$ cat config.mk
export PLATFORM = sky130hd
export DESIGN_NAME = matrix_market_edge_parser_core
export DESIGN_NICKNAME = d
export VERILOG_FILES = /design/src/hdl/mmep_pkg.sv /design/src/hdl/mmep_parser.sv /design/src/hdl/mmep_out_reg.sv /design/src/hdl/matrix_market_edge_parser_core.sv
export SDC_FILE = /design/constraint.sdc
export NUM_CORES = 1
export LEC_CHECK = 0
export BUFFER_PORTS_ARGS = -buffer_cell sky130_fd_sc_hd__buf_2
export CORE_MARGIN = 4
export CORE_UTILIZATION = 50
export DETAILED_ROUTE_END_ITERATION = 7
export GPL_ROUTABILITY_DRIVEN = 0
export PLACE_DENSITY = 0.68
export SLEW_MARGIN = 20
export SYNTH_ARGS = -nofsm -noshare
export SYNTH_HDL_FRONTEND = slang
export SYNTH_SLANG_ARGS = --single-unit
$ cat constraint.sdc
create_clock -name clock -period 10.7 [get_ports clock]
set_clock_uncertainty 0.1 [all_clocks]
set_input_delay 0.535 -clock clock [delete_from_list [all_inputs] [get_ports clock]]
set_output_delay 0.535 -clock clock [all_outputs]
set_load 0.02 [all_outputs]
$ cat src/hdl/mmep_pkg.sv
// Package for the MatrixMarket coordinate edge parser.
// Holds the value width, character codes, parse phases and the result struct.
// Depends on nothing; every other file of the block imports it.
package mmep_pkg;

   localparam int VALUE_WIDTH = 32;
   localparam int OUT_WIDTH   = 32;

   localparam logic [7:0] CH_PERCENT = 8'h25;
   localparam logic [7:0] CH_NEWLINE = 8'h0A;
   localparam logic [7:0] CH_ZERO    = 8'h30;
   localparam logic [7:0] CH_NINE    = 8'h39;

   localparam logic KIND_HEADER = 1'b0;
   localparam logic KIND_EDGE   = 1'b1;

   localparam logic [1:0] SLOT_FIRST  = 2'd0;
   localparam logic [1:0] SLOT_SECOND = 2'd1;
   localparam logic [1:0] SLOT_THIRD  = 2'd2;

   typedef logic [VALUE_WIDTH-1:0] value_type;
   typedef logic [OUT_WIDTH-1:0]   out_word_type;

   typedef enum logic [2:0] {
      PH_HDR_LS    = 3'd0,
      PH_HDR_CMT   = 3'd1,
      PH_HDR_SEEK  = 3'd2,
      PH_HDR_DIG   = 3'd3,
      PH_EDGE_SKIP = 3'd4,
      PH_EDGE_LS   = 3'd5,
      PH_EDGE_SEEK = 3'd6,
      PH_EDGE_DIG  = 3'd7
   } phase_type;

   typedef struct packed {
      logic         kind;
      out_word_type first_value;
      out_word_type second_value;
      out_word_type edge_index;
      logic         is_last;
   } result_type;

   // Handshake between the parser and the result register.
   typedef struct packed {
      logic load;
   } load_type;

   typedef struct packed {
      logic free;
   } slot_type;

endpackage

$ cat src/hdl/mmep_parser.sv
// Input register and per-byte parse logic of the edge parser.
// One held byte is consumed per cycle when its result, if any, has a free slot.
// State updates and results are formed here. Depends on mmep_pkg.
module mmep_parser (
   input  logic                clock,
   input  logic                reset,
   input  logic                req_valid,
   output logic                req_ready,
   input  logic [7:0]          req_byte_req,
   input  logic                req_file_start,
   input  mmep_pkg::slot_type  slot,
   output mmep_pkg::load_type  load,
   output mmep_pkg::result_type result
);
   import mmep_pkg::*;

   logic       in_valid_ff, in_valid_in;
   logic [7:0] in_byte_ff;
   logic       in_start_ff;

   phase_type  phase_ff, phase_in;
   logic [1:0] slot_ff, slot_in;
   value_type  acc_ff, acc_in;
   value_type  held_first_ff, held_first_in;
   value_type  held_second_ff, held_second_in;
   value_type  total_ff, total_in;
   value_type  count_ff, count_in;

   // Current state, with a file start clearing everything before the byte.
   phase_type  phase_c;
   logic [1:0] slot_c;
   value_type  acc_c, held_first_c, held_second_c, total_c, count_c;

   logic       is_digit, is_newline, done, emit_want, fire, accept;
   value_type  digit_val, acc_next_digit, count_plus, hdr_max;

   always_comb begin
      phase_c       = in_start_ff ? PH_HDR_LS : phase_ff;
      slot_c        = in_start_ff ? SLOT_FIRST : slot_ff;
      acc_c         = in_start_ff ? '0 : acc_ff;
      held_first_c  = in_start_ff ? '0 : held_first_ff;
      held_second_c = in_start_ff ? '0 : held_second_ff;
      total_c       = in_start_ff ? '0 : total_ff;
      count_c       = in_start_ff ? '0 : count_ff;

      is_digit   = (in_byte_ff >= CH_ZERO) && (in_byte_ff <= CH_NINE);
      is_newline = (in_byte_ff == CH_NEWLINE);
      digit_val  = is_digit ? VALUE_WIDTH'(in_byte_ff - CH_ZERO) : '0;
      acc_next_digit = (acc_c << 3) + (acc_c << 1) + digit_val;
      count_plus = count_c + VALUE_WIDTH'(1);
      hdr_max    = (held_first_c > held_second_c) ? held_first_c : held_second_c;
      done = (phase_c inside {PH_EDGE_SKIP, PH_EDGE_LS, PH_EDGE_SEEK, PH_EDGE_DIG})
             && (count_c == total_c);

      phase_in       = phase_c;
      slot_in        = slot_c;
      acc_in         = acc_c;
      held_first_in  = held_first_c;
      held_second_in = held_second_c;
      total_in       = total_c;
      count_in       = count_c;
      emit_want      = 1'b0;
      result         = '0;

      if (!done) begin
         case (phase_c)
            PH_HDR_LS, PH_EDGE_LS: begin
               if (in_byte_ff == CH_PERCENT) begin
                  phase_in = (phase_c == PH_HDR_LS) ? PH_HDR_CMT : PH_EDGE_SKIP;
               end else if (is_digit) begin
                  acc_in   = digit_val;
                  phase_in = (phase_c == PH_HDR_LS) ? PH_HDR_DIG : PH_EDGE_DIG;
               end else begin
                  phase_in = (phase_c == PH_HDR_LS) ? PH_HDR_SEEK : PH_EDGE_SEEK;
               end
            end
            PH_HDR_CMT: begin
               if (is_newline) phase_in = PH_HDR_LS;
            end
            PH_EDGE_SKIP: begin
               if (is_newline) phase_in = PH_EDGE_LS;
            end
            PH_HDR_SEEK, PH_EDGE_SEEK: begin
               if (is_digit) begin
                  acc_in   = digit_val;
                  phase_in = (phase_c == PH_HDR_SEEK) ? PH_HDR_DIG : PH_EDGE_DIG;
               end
            end
            PH_HDR_DIG: begin
               if (is_digit) begin
                  acc_in = acc_next_digit;
               end else if (slot_c == SLOT_FIRST) begin
                  held_first_in = acc_c;
                  slot_in       = SLOT_SECOND;
                  phase_in      = PH_HDR_SEEK;
               end else if (slot_c == SLOT_SECOND) begin
                  held_second_in = acc_c;
                  slot_in        = SLOT_THIRD;
                  phase_in       = PH_HDR_SEEK;
               end else begin
                  total_in  = acc_c;
                  count_in  = '0;
                  slot_in   = SLOT_FIRST;
                  phase_in  = is_newline ? PH_EDGE_LS : PH_EDGE_SKIP;
                  emit_want = 1'b1;
                  result.kind         = KIND_HEADER;
                  result.first_value  = OUT_WIDTH'(hdr_max);
                  result.second_value = OUT_WIDTH'(acc_c);
                  result.edge_index   = '0;
                  result.is_last      = (acc_c == '0);
               end
            end
            PH_EDGE_DIG: begin
               if (is_digit) begin
                  acc_in = acc_next_digit;
               end else if (slot_c == SLOT_FIRST) begin
                  held_first_in = acc_c;
                  slot_in       = SLOT_SECOND;
                  phase_in      = PH_EDGE_SEEK;
               end else begin
                  count_in  = count_plus;
                  slot_in   = SLOT_FIRST;
                  phase_in  = is_newline ? PH_EDGE_LS : PH_EDGE_SKIP;
                  emit_want = 1'b1;
                  result.kind         = KIND_EDGE;
                  result.first_value  = OUT_WIDTH'(held_first_c);
                  result.second_value = OUT_WIDTH'(acc_c);
                  result.edge_index   = OUT_WIDTH'(count_c);
                  result.is_last      = (count_plus == total_c);
               end
            end
            default: begin
               phase_in = PH_HDR_LS;
            end
         endcase
      end

      // A held byte moves on unless its result finds the result register full.
      fire        = in_valid_ff && (!emit_want || slot.free);
      load.load   = fire && emit_want;
      req_ready   = !in_valid_ff || fire;
      accept      = req_valid && req_ready;
      in_valid_in = accept ? 1'b1 : (fire ? 1'b0 : in_valid_ff);
   end

   always_ff @(posedge clock) begin
      if (reset) begin
         in_valid_ff    <= 1'b0;
         phase_ff       <= PH_HDR_LS;
         slot_ff        <= SLOT_FIRST;
         acc_ff         <= '0;
         held_first_ff  <= '0;
         held_second_ff <= '0;
         total_ff       <= '0;
         count_ff       <= '0;
      end else begin
         in_valid_ff <= in_valid_in;
         if (fire) begin
            phase_ff       <= phase_in;
            slot_ff        <= slot_in;
            acc_ff         <= acc_in;
            held_first_ff  <= held_first_in;
            held_second_ff <= held_second_in;
            total_ff       <= total_in;
            count_ff       <= count_in;
         end
      end
   end

   always_ff @(posedge clock) begin
      if (accept) begin
         in_byte_ff  <= req_byte_req;
         in_start_ff <= req_file_start;
      end
   end

   // The slot counter only ever names the first, second or third number.
   a_slot_range: assert property (@(posedge clock) disable iff (reset)
      slot_ff != 2'd3)
      else $error("number slot out of range");

   // A header result leaves the block in an edge phase with a fresh counter.
   a_header_enters_edges: assert property (@(posedge clock) disable iff (reset)
      load.load && result.kind == KIND_HEADER |=>
         phase_ff[2] && count_ff == '0)
      else $error("header result did not start the edge section");

   // After the last edge, the counter has reached the entry total.
   a_last_edge_done: assert property (@(posedge clock) disable iff (reset)
      load.load && result.kind == KIND_EDGE && result.is_last |=>
         count_ff == total_ff)
      else $error("last edge did not finish the edge section");

   // Nothing is emitted once every entry has been delivered.
   a_quiet_when_done: assert property (@(posedge clock) disable iff (reset)
      done |-> !emit_want)
      else $error("result emitted after the last edge");

endmodule

$ cat src/hdl/mmep_out_reg.sv
// Result register of the edge parser: holds one result until the consumer takes it.
// Depends on mmep_pkg.
module mmep_out_reg (
   input  logic                  clock,
   input  logic                  reset,
   input  mmep_pkg::load_type    load,
   input  mmep_pkg::result_type  result,
   output mmep_pkg::slot_type    slot,
   output logic                  rsp_valid,
   input  logic                  rsp_ready,
   output mmep_pkg::result_type  rsp_result
);
   import mmep_pkg::*;

   logic       valid_ff, valid_in;
   result_type data_ff;

   always_comb begin
      slot.free = !valid_ff || rsp_ready;
      valid_in  = load.load ? 1'b1 : ((valid_ff && rsp_ready) ? 1'b0 : valid_ff);
   end

   always_ff @(posedge clock) begin
      if (reset) begin
         valid_ff <= 1'b0;
      end else begin
         valid_ff <= valid_in;
      end
   end

   always_ff @(posedge clock) begin
      if (load.load) begin
         data_ff <= result;
      end
   end

   assign rsp_valid  = valid_ff;
   assign rsp_result = data_ff;

   // A new result is only loaded into a free or draining register.
   a_no_overwrite: assert property (@(posedge clock) disable iff (reset)
      load.load |-> (!valid_ff || rsp_ready))
      else $error("result register overwritten before transfer");

   // A load always shows a result in the next cycle.
   a_load_shows: assert property (@(posedge clock) disable iff (reset)
      load.load |=> valid_ff)
      else $error("loaded result not presented");

   // Without a load, a taken result leaves the register empty.
   a_drain: assert property (@(posedge clock) disable iff (reset)
      valid_ff && rsp_ready && !load.load |=> !valid_ff)
      else $error("result presented twice");

endmodule

$ cat src/hdl/matrix_market_edge_parser_core.sv
// Top level of the MatrixMarket coordinate edge parser.
// Depends on mmep_pkg, mmep_parser and mmep_out_reg.
//
// This block reads the text of a MatrixMarket coordinate file one byte per transfer
// and produces one header result followed by one edge result per entry line. The
// sustained rate is one byte per clock cycle: each byte first lands in an input
// register, then a short decode and a multiply-by-ten add update the parse state, and
// the result that a byte completes is held in the result register for the rsp_ side.
// A single result register separates the two sides, and the input keeps taking bytes
// while a result waits; only a byte that itself completes a header or edge stalls,
// and only while the result register is still full and rsp_ready is low, so req_ready
// depends on rsp_ready in that case. Set req_file_start on the first byte of each file
// to clear all parse state; once the last announced edge has been delivered, further
// bytes are taken and dropped.
module matrix_market_edge_parser_core (
   input  logic        clock,
   input  logic        reset,
   input  logic        req_valid,
   output logic        req_ready,
   input  logic [7:0]  req_byte_req,
   input  logic        req_file_start,
   output logic        rsp_valid,
   input  logic        rsp_ready,
   output logic        rsp_kind,
   output logic [31:0] rsp_first_value,
   output logic [31:0] rsp_second_value,
   output logic [31:0] rsp_edge_index,
   output logic        rsp_is_last
);
   import mmep_pkg::*;

   slot_type   slot;
   load_type   load;
   result_type result;
   result_type rsp_result;

   mmep_parser u_parser (
      .clock          (clock),
      .reset          (reset),
      .req_valid      (req_valid),
      .req_ready      (req_ready),
      .req_byte_req   (req_byte_req),
      .req_file_start (req_file_start),
      .slot           (slot),
      .load           (load),
      .result         (result)
   );

   mmep_out_reg u_out_reg (
      .clock      (clock),
      .reset      (reset),
      .load       (load),
      .result     (result),
      .slot       (slot),
      .rsp_valid  (rsp_valid),
      .rsp_ready  (rsp_ready),
      .rsp_result (rsp_result)
   );

   // The result struct is laid out with the port widths of the result channel.
   assign rsp_kind         = rsp_result.kind;
   assign rsp_first_value  = rsp_result.first_value;
   assign rsp_second_value = rsp_result.second_value;
   assign rsp_edge_index   = rsp_result.edge_index;
   assign rsp_is_last      = rsp_result.is_last;

endmodule
==> results.md, run 1 <==
* DP Area at 18000 um2
* Largest net degree at the start of global routing at 86
* CP Class: flip-flop to flip-flop
* Reg2reg end: u_parser.acc_ff[16]$_SDFFE_PP0P_
* Crit Path Max Fanout at 27
* Via density at 6.47
* Setup Fix Bufs, Post-CTS at 0
* Hold Path Stages at 1
* Metal1 wirelength at 23700 um
* Hold_sp: req_byte_req[5]
* FF-to-FF path depth at 17
* Metal2 WL at 24300 um
* DPL Wire Length at 40100 um
* Starting density of the core at 50.8%
* Metal3 WL at 5540 um
* Synthesized net count at 2106
* Die Wd at 193 um
* DRT Wirelength at 55800 um
* Worst R2R Start: u_parser.in_byte_ff[4]$_DFFE_PP_
* Share of the synthesized area in the top cell type at 19.5%
* Io pins at 113
* Die area at 37300 um2
* Synth warn at 0
* GR Overflow Total at 0
* Clock Latency Late Sink at 0.56 ns
* Total vias in the final route at 16.2k
* Synth Register Bits at 274
* Post-synth ARST share at 0%
* Initial DRC count at 1963
* Pre-antenna DRT Iters at 8
* Final worst setup slack at 4.77 ns
* H-tree levels at 1
* Syn Inst Count at 1996
* GRT Total Usage at 29.5%
* Setup TNS at 0 ns
* Critical path buffers and inverters at 2
* Drt wl/cell at 22.3 um
* Fin area at 18900 um2
* Tightest Pin Transition at 1.11 ns
* Die H at 193 um
* Post-synthesis cell area at 17100 um2
* DRC errors left at 0
* VDD IR max at 0.112 mV
* Most common cell in the netlist: nand2_1
* Setup WS pre-CTS at 4.87 ns
* First-pass GRT wire length at 87400 um
* Worst hold slack at 0.0476 ns
* Commonest cells in the netlist: 230 x nand2_1, 183 x nor2_1, 167 x dfxtp_1, 115 x a21oi_1, 107 x edfxtp_1
* Core area at 33700 um2
* CP peak stage delay at 0.79 ns
* Min cycle time layout at 5.93 ns
* Nets at 2142
* Register-to-register setup slack at 4.77 ns
* # clock sinks at 274
* Antenna-violating nets left at 0
* Hold Crit Endpoint: u_parser.in_byte_ff[5]$_DFFE_PP_
* CTS tree: built
* Initial antenna violation count at 0
* CP Cell Sequence: ha_1 > or3_1 > nor2_1 > buf_4 > inv_2 > xnor2_1 > ha_1 > a21o_1 > ha_1 > a21oi_1 > a21oi_1 > a2111oi_0 > a21oi_1 > or4b_2 > a32o_1 > o211ai_1 > a21oi_1
* Final cycle utilization of the critical path at 55.4%
* Synth top area cells: dfxtp_1 20%, edfxtp_1 19%, ha_1 6.6%, nand2_1 5.0%, nor2_1 4.0%
* Max-Cap Viols at 0
* Final Setup Violations at 0
* Vias in the first global route at 15.4k
* Buffers added on ports at 112
* PD cells at 117 nW/um2
* Number of hold buffers added after CTS at 0
* Post-synthesis sequential area ratio at 38.3%
* Worst endpoint required time at 10.99 ns
* CP top delay family: compound AO/OA/AOI/OAI gates
* Tot Pwr at 2210 uW
* CP dominant cell by count: a21oi_1
* Worst path slowest cell: a2111oi_0
* Post-synth EDFFs at 107
* CP Launch Type: flip-flop
* Count of cell types in the netlist at 88
* Fin. Hold Viols at 0
* Layout cells sized above 1 at 11.2%
* Post-Syn Area per Cell at 8.58 um2
* Layout area overhead at 10.1%
* Clock-pin slew of the registers on the worst-case setup and hold paths at 0.06 ns
* Leak Pwr at 0.00712 uW
* CTS buffer count at 29
* Status: finished, final reports clean
* Max-slew violation count at 0
* Unrepaired setup endpoints after global routing: false
* Max Fclk at 169 MHz
* Synth Flop Type: dfxtp_1
* Crit path DAT at 6.23 ns
* Top Metal Used: met4
* Relative slew slack at 25.9%
* Post-synth top area cell: dfxtp_1
* Clock Tree Buf Depth at 3
* Rows at 67
* Crit. End Element: flip-flop
* Clock root buffer: clkbuf_16
* Post-cts resize count at 0
* HP Class: primary input to flip-flop
cell usage in the layout (no fill, tap or decap), types with 29 or more instances in the layout:
cell type  instances
nand2_1          230
nor2_1           180
dfxtp_1          167
a21oi_1          115
buf_2            111
edfxtp_1         107
o21ai_0          100
ha_1              91
a22oi_1           72
nor2b_1           61
inv_1             58
xnor2_1           57
o211ai_1          54
nand3_1           51
a21o_1            51
nor3_1            37
and2_1            35
xor2_1            34
o2bb2ai_1         33
buf_4             32
nand4_1           31
clkbuf_16         29
registers in the layout (all words and copies together) (netlist names):
register and cells:
u_parser.in_byte_ff 8, u_parser.slot_ff 2, u_parser.held_second_ff 32, u_parser.in_valid_ff 1
u_out_reg.rsp_result 98, u_parser.total_ff 32, u_out_reg.rsp_valid 1, u_parser.count_ff 32
u_parser.in_start_ff 1, u_parser.acc_ff 32, u_parser.held_first_ff 32, u_parser.phase_ff 3
kinds of logic (layout without fill, tap and decap cells):
logic type                 count (synthesis)  count (layout)  synth area share (%)
AOI/OAI and AO/OA                        587             587                  23.3
xor gates and xnor gates                  91              91                  4.65
adders and majority gates                 97              97                  7.35
buffers and inverters                    201             259                  4.67
DFF                                      274             274                  38.3
muxes                                      9               9                 0.526
other                                      0               1                     0
and+or+nand+nor                          737             737                  21.2
how the worst max path moves through the flow:
| stage | from | end | slack, ns | cells after the start |
|---|---|---|---|---|
| after detailed placement | u_parser.in_byte_ff[4]$_DFFE_PP_ | u_parser.acc_ff[23]$_SDFFE_PP0P_ | 4.87 | 16 |
| after floorplan | u_parser.count_ff[10]$_SDFFE_PP0P_ | u_out_reg.rsp_result[0]$_SDFFCE_PP0P_ | 3.78 | 8 |
| final | u_parser.in_byte_ff[4]$_DFFE_PP_ | u_parser.acc_ff[16]$_SDFFE_PP0P_ | 4.77 | 17 |
| after global placement | u_parser.in_byte_ff[4]$_DFFE_PP_ | u_parser.acc_ff[23]$_SDFFE_PP0P_ | 5.06 | 16 |
| after CTS | u_parser.in_byte_ff[4]$_DFFE_PP_ | u_parser.acc_ff[23]$_SDFFE_PP0P_ | 4.82 | 16 |
| after global routing | u_parser.in_byte_ff[4]$_DFFE_PP_ | u_parser.acc_ff[30]$_SDFFE_PP0P_ | 4.57 | 17 |
area by class of cell:
cell class | instances | area (um2)
antenna | 1 | 2.50
timing repair buffer | 143 | 796
fill | 3149 | 14800
multi-input combinational | 1521 | 9830
tap | 448 | 561
clock inverter | 14 | 118
clock buffer | 39 | 763
inverter | 63 | 238
sequential | 274 | 6560
worst register-to-register path, cell delays in order, from the launching register on:
cell       delay, ns
edfxtp_1        0.48
ha_1            0.33
or3_1           0.47
nor2_1          0.12
buf_4           0.29
inv_2           0.36
xnor2_1         0.26
ha_1            0.22
a21o_1          0.16
ha_1            0.37
a21oi_1         0.23
a21oi_1         0.12
a2111oi_0       0.79
a21oi_1         0.34
or4b_2          0.67
a32o_1          0.28
o211ai_1        0.09
a21oi_1         0.09
through the flow:
stage	utilization, %	instances
3_5_place_dp	53.3	2449
3_3_place_gp	53.3	2449
2_1_floorplan	-	1996
5_1_grt	56.0	2502
6_report	56.0	2503
4_1_cts	55.9	2502
report_power, final:
part	switching (uW)	total, uW	leakage [uW]	internal [uW]
sequential	7.77	1090	0.00214	1080
clock	409	955	0.000433	546
combinational	117	160	0.00454	43.4
per-layer routing:
layer  vias to the layer above  GRT usage [%]
met5                         -              0
met4                         0           12.0
li1                       7400              -
met3                       166           5.49
met2                       883           44.4
met1                      7756           42.0
Note: power is estimated with default switching activity, not from simulation.
==> inputs of run 2 (changes only) <==
--- a/config.mk
+++ b/config.mk
@@ -5,12 +5,13 @@
 export SDC_FILE = /design/constraint.sdc
 export NUM_CORES = 1
 export LEC_CHECK = 0
+export ABC_AREA = 1
 export BUFFER_PORTS_ARGS = -buffer_cell sky130_fd_sc_hd__buf_2
 export CORE_MARGIN = 4
 export CORE_UTILIZATION = 50
 export DETAILED_ROUTE_END_ITERATION = 7
 export GPL_ROUTABILITY_DRIVEN = 0
-export PLACE_DENSITY = 0.68
+export PLACE_DENSITY = 0.7
 export SLEW_MARGIN = 20
 export SYNTH_ARGS = -nofsm -noshare
 export SYNTH_HDL_FRONTEND = slang
==> constraint.sdc (replaced) <==
create_clock -name clock -period 4.9 [get_ports clock]
set_clock_uncertainty 0.1 [all_clocks]
set_input_delay 0.245 -clock clock [delete_from_list [all_inputs] [get_ports clock]]
set_output_delay 0.245 -clock clock [all_outputs]
set_load 0.02 [all_outputs]
==> results.md, run 2 <==
* FF-to-FF path depth at 22 (was 17)
* Die H at 207 um (was 193 um)
* Starting density of the core at 50.8% (about the same)
* Most common cell in the netlist: nand2_1 (unchanged)
* Worst endpoint required time at 5.25 ns (was 10.99 ns)
* Post-synth top area cell: dfxtp_1 (unchanged)
* DP Area at 21100 um2 (was 18000 um2)
* Synth Register Bits at 274 (unchanged)
* Initial antenna violation count at 0 (unchanged)
* Rows at 72 (was 67)
* Antenna-violating nets left at 0 (unchanged)
* Share of the synthesized area in the top cell type at 16.9% (was 19.5%)
* Unrepaired setup endpoints after global routing: false (unchanged)
* Final cycle utilization of the critical path at 92.5% (was 55.4%)
* Max-Cap Viols at 0 (unchanged)
* Max Fclk at 221 MHz (was 169 MHz)
* Setup TNS at 0 ns (unchanged)
* CP peak stage delay at 0.47 ns (was 0.79 ns)
* Total vias in the final route at 21.8k (was 16.2k)
* Clock-pin slew of the registers on the worst-case setup and hold paths at 0.06 ns (about the same)
* Synth warn at 0 (unchanged)
* Layout area overhead at 12.4% (was 10.1%)
* Vias in the first global route at 19.9k (was 15.4k)
* CP dominant cell by count: nand2_1 (was a21oi_1)
* Post-Syn Area per Cell at 6.59 um2 (was 8.58 um2)
* Post-synth ARST share at 0% (unchanged)
* Hold Crit Endpoint: u_parser.held_first_ff[0]$_SDFFE_PP0P_ (was u_parser.in_byte_ff[5]$_DFFE_PP_)
* Tot Pwr at 6140 uW (was 2210 uW)
* CTS tree: built (unchanged)
* Hold_sp: reset (was req_byte_req[5])
* Die Wd at 207 um (was 193 um)
* Via density at 5.98 (was 6.47)
* H-tree levels at 2 (was 1)
* Post-synth EDFFs at 107 (unchanged)
* Post-synthesis cell area at 19800 um2 (was 17100 um2)
* Io pins at 113 (unchanged)
* Critical path buffers and inverters at 4 (was 2)
* Commonest cells in the netlist: 681 x nand2_1, 391 x nor2_1, 333 x inv_1, 283 x o21ai_0, 276 x a21oi_1 (was 230 x nand2_1, 183 x nor2_1, 167 x dfxtp_1, 115 x a21oi_1, 107 x edfxtp_1)
* Count of cell types in the netlist at 47 (was 88)
* Max reg flops at 98 (unchanged)
* # clock sinks at 274 (unchanged)
* Clock Tree Buf Depth at 3 (unchanged)
* First-pass GRT wire length at 111000 um (was 87400 um)
* Nets at 3206 (was 2142)
* Initial DRC count at 2900 (was 1963)
* CP Launch Type: flip-flop (unchanged)
* Worst hold slack at 0.173 ns (was 0.0476 ns)
* Drt wl/cell at 19.9 um (was 22.3 um)
* GRT Total Usage at 32.9% (was 29.5%)
* Min cycle time layout at 4.53 ns (was 5.93 ns)
* CTS buffer count at 34 (was 29)
* Relative slew slack at 38.5% (was 25.9%)
* Final Setup Violations at 0 (unchanged)
* CP top delay family: simple AND/OR/NAND/NOR gates (was compound AO/OA/AOI/OAI gates)
* Commonest non-fill, non-tap cells in the layout: 677 x nand2_1, 389 x nor2_1, 331 x inv_1 (was 230 x nand2_1, 180 x nor2_1, 167 x dfxtp_1)
* Hold Path Stages at 3 (was 1)
* Die area at 42800 um2 (was 37300 um2)
* Clock root buffer: clkbuf_16 (unchanged)
* Max-slew violation count at 0 (unchanged)
* Fin area at 22200 um2 (was 18900 um2)
* Core area at 38900 um2 (was 33700 um2)
* Largest net degree at the start of global routing at 157 (was 86)
* Post-synthesis sequential area ratio at 33.2% (was 38.3%)
* Leak Pwr at 0.00970 uW (was 0.00712 uW)
* Clock Latency Late Sink at 0.55 ns (was 0.56 ns)
* Layout cells sized above 1 at 9.07% (was 11.2%)
* Pre-antenna DRT Iters at 6 (was 8)
* Crit path DAT at 4.88 ns (was 6.23 ns)
* DRC errors left at 0 (unchanged)
* Fin. Hold Viols at 0 (unchanged)
* Buffers added on ports at 112 (unchanged)
* Synthesized net count at 3112 (was 2106)
* PD cells at 276 nW/um2 (was 117 nW/um2)
* Crit. End Element: flip-flop (unchanged)
* CP Cell Sequence: ha_1 > nand2_1 > o211ai_1 > buf_4 > nand2_4 > buf_4 > xor2_1 > ha_1 > ha_1 > nand2_1 > nor2_1 > inv_1 > nor3_1 > a21oi_1 > nand2_1 > nand2_1 > o21ai_0 > nand2_1 > o211ai_1 > nand3_1 > nand2_1 > inv_1 (was ha_1 > or3_1 > nor2_1 > buf_4 > inv_2 > xnor2_1 > ha_1 > a21o_1 > ha_1 > a21oi_1 > a21oi_1 > a2111oi_0 > a21oi_1 > or4b_2 > a32o_1 > o211ai_1 > a21oi_1)
* Status: finished, final reports clean (unchanged)
* Crit Path Max Fanout at 34 (was 27)
* Ant. Diodes at 0 (was 1)
* Worst path slowest cell: edfxtp_1 (was a2111oi_0)
* Register-to-register setup slack at 0.37 ns (was 4.77 ns)
* Commonest non-fill, non-tap cell in the layout: nand2_1 (unchanged)
* HP Class: primary input to flip-flop (unchanged)
* Tightest Pin Transition at 0.923 ns (was 1.11 ns)
* Fin cells at 3638 (was 2503)
* DPL Wire Length at 52100 um (was 40100 um)
* Synth Flop Type: dfxtp_1 (unchanged)
* GR Overflow Total at 0 (unchanged)
* VDD IR max at 0.165 mV (was 0.112 mV)
* Reg2reg end: u_parser.acc_ff[16]$_SDFFE_PP0P_ (unchanged)
* CP Class: flip-flop to flip-flop (unchanged)
* Syn Inst Count at 3002 (was 1996)
* DRT Wirelength at 72300 um (was 55800 um)
* Worst R2R Start: u_parser.in_byte_ff[4]$_DFFE_PP_ (unchanged)
* Placed insts at 3566 (was 2449)
* Synth top area cells: dfxtp_1 17%, edfxtp_1 16%, nand2_1 13%, nor2_1 7.4%, o21ai_0 7.2% (was dfxtp_1 20%, edfxtp_1 19%, ha_1 6.6%, nand2_1 5.0%, nor2_1 4.0%)
==> run 2: changes by cell type in the layout (fill, tap and decap cells not counted), moves of 53 or more <==
cell     change
nand2_1    +447
inv_1      +273
nor2_1     +209
o21ai_0    +182
a21oi_1    +161
nand3_1     +92
a22oi_1     -72
nor2b_1     -61
o21ai_1     +57
xnor2_1     -53
==> run 2: cell type report <==
| class | count | area, um2 |
|---|---|---|
| fill | 3735 | 16700 |
| multi-input combinational | 2225 | 11300 |
| sequential | 274 | 6560 |
| timing repair buffer | 206 | 1390 |
| inverter | 355 | 1340 |
| clock buffer | 45 | 955 |
| tap | 518 | 648 |
| clock inverter | 15 | 82.6 |
==> run 2: cells by family after synthesis <==
family | synth area share [%]
AO/OA/AOI/OAI | 19.8
XOR/XNOR | 2.51
adder cells (fa/ha/maj) | 6.37
buffers and inverters | 10.2
flip-flops | 33.2
AND/OR/NAND/NOR | 27.9
==> run 2: repair_timing <==
action,in CTS,in global routing
hold buffers,11,0
buffers inserted,0,1
hold endpoints to repair,11,0
gates resized for setup,0,3
setup endpoints to repair,0,13
==> run 2: per-stage QoR <==
step / setup WS, ns / utilization [%]
final: 0.368 / 57.1
after CTS: 0.257 / 57.1
after global placement: 0.354 / 54.1
after floorplan: 0.487 / -
after global routing: 0.0650 / 57.1
after detailed placement: 0.283 / 54.1
==> run 2: worst max-delay path by stage <==
stage	endpoint	slack, ns	depth (start not counted)	startpoint
2_1_floorplan	u_parser.acc_ff[20]$_SDFFE_PP0P_	0.49	22	u_parser.in_byte_ff[4]$_DFFE_PP_
3_3_place_gp	u_parser.acc_ff[27]$_SDFFE_PP0P_	0.35	21	u_parser.in_byte_ff[4]$_DFFE_PP_
3_5_place_dp	u_parser.acc_ff[27]$_SDFFE_PP0P_	0.28	20	u_parser.in_byte_ff[4]$_DFFE_PP_
4_1_cts	u_parser.acc_ff[27]$_SDFFE_PP0P_	0.26	20	u_parser.in_byte_ff[4]$_DFFE_PP_
5_1_grt	u_parser.acc_ff[20]$_SDFFE_PP0P_	0.07	22	u_parser.in_byte_ff[4]$_DFFE_PP_
6_report	u_parser.acc_ff[16]$_SDFFE_PP0P_	0.37	22	u_parser.in_byte_ff[4]$_DFFE_PP_
==> run 2: routing by layer <==
| metal | part of all wire [%] | track usage, % | routed length [um] | vias to the layer above |
|---|---|---|---|---|
| met1 | 40 | 44.3 | 29000 | 10000 |
| met3 | 11 | 6.45 | 8040 | 240 |
| met4 | 5.0 | 14.6 | 3630 | 0 |
| li1 | - | - | - | 10200 |
| met2 | 44 | 51.6 | 31700 | 1346 |
| met5 | 0 | 0 | 0 | - |
==> run 2: worst register-to-register path: stages, from the launching register on <==
cell      delay (ns)
edfxtp_1        0.47
ha_1            0.30
nand2_1         0.09
o211ai_1        0.08
buf_4           0.18
nand2_4         0.20
buf_4           0.45
xor2_1          0.20
ha_1            0.25
ha_1            0.38
nand2_1         0.10
nor2_1          0.20
inv_1           0.12
nor3_1          0.32
a21oi_1         0.16
nand2_1         0.09
nand2_1         0.06
o21ai_0         0.29
nand2_1         0.09
o211ai_1        0.09
nand3_1         0.10
nand2_1         0.09
inv_1           0.04
==> run 2: report_power, final <==
| part | switching [uW] | internal (uW) | leakage [uW] | total [uW] |
|---|---|---|---|---|
| Combinational | 864 | 384 | 0.00682 | 1250 |
| Sequential | 55.0 | 2440 | 0.00237 | 2500 |
| Clock | 1020 | 1370 | 0.000509 | 2400 |
| Total | 1940 | 4200 | 0.00970 | 6140 |
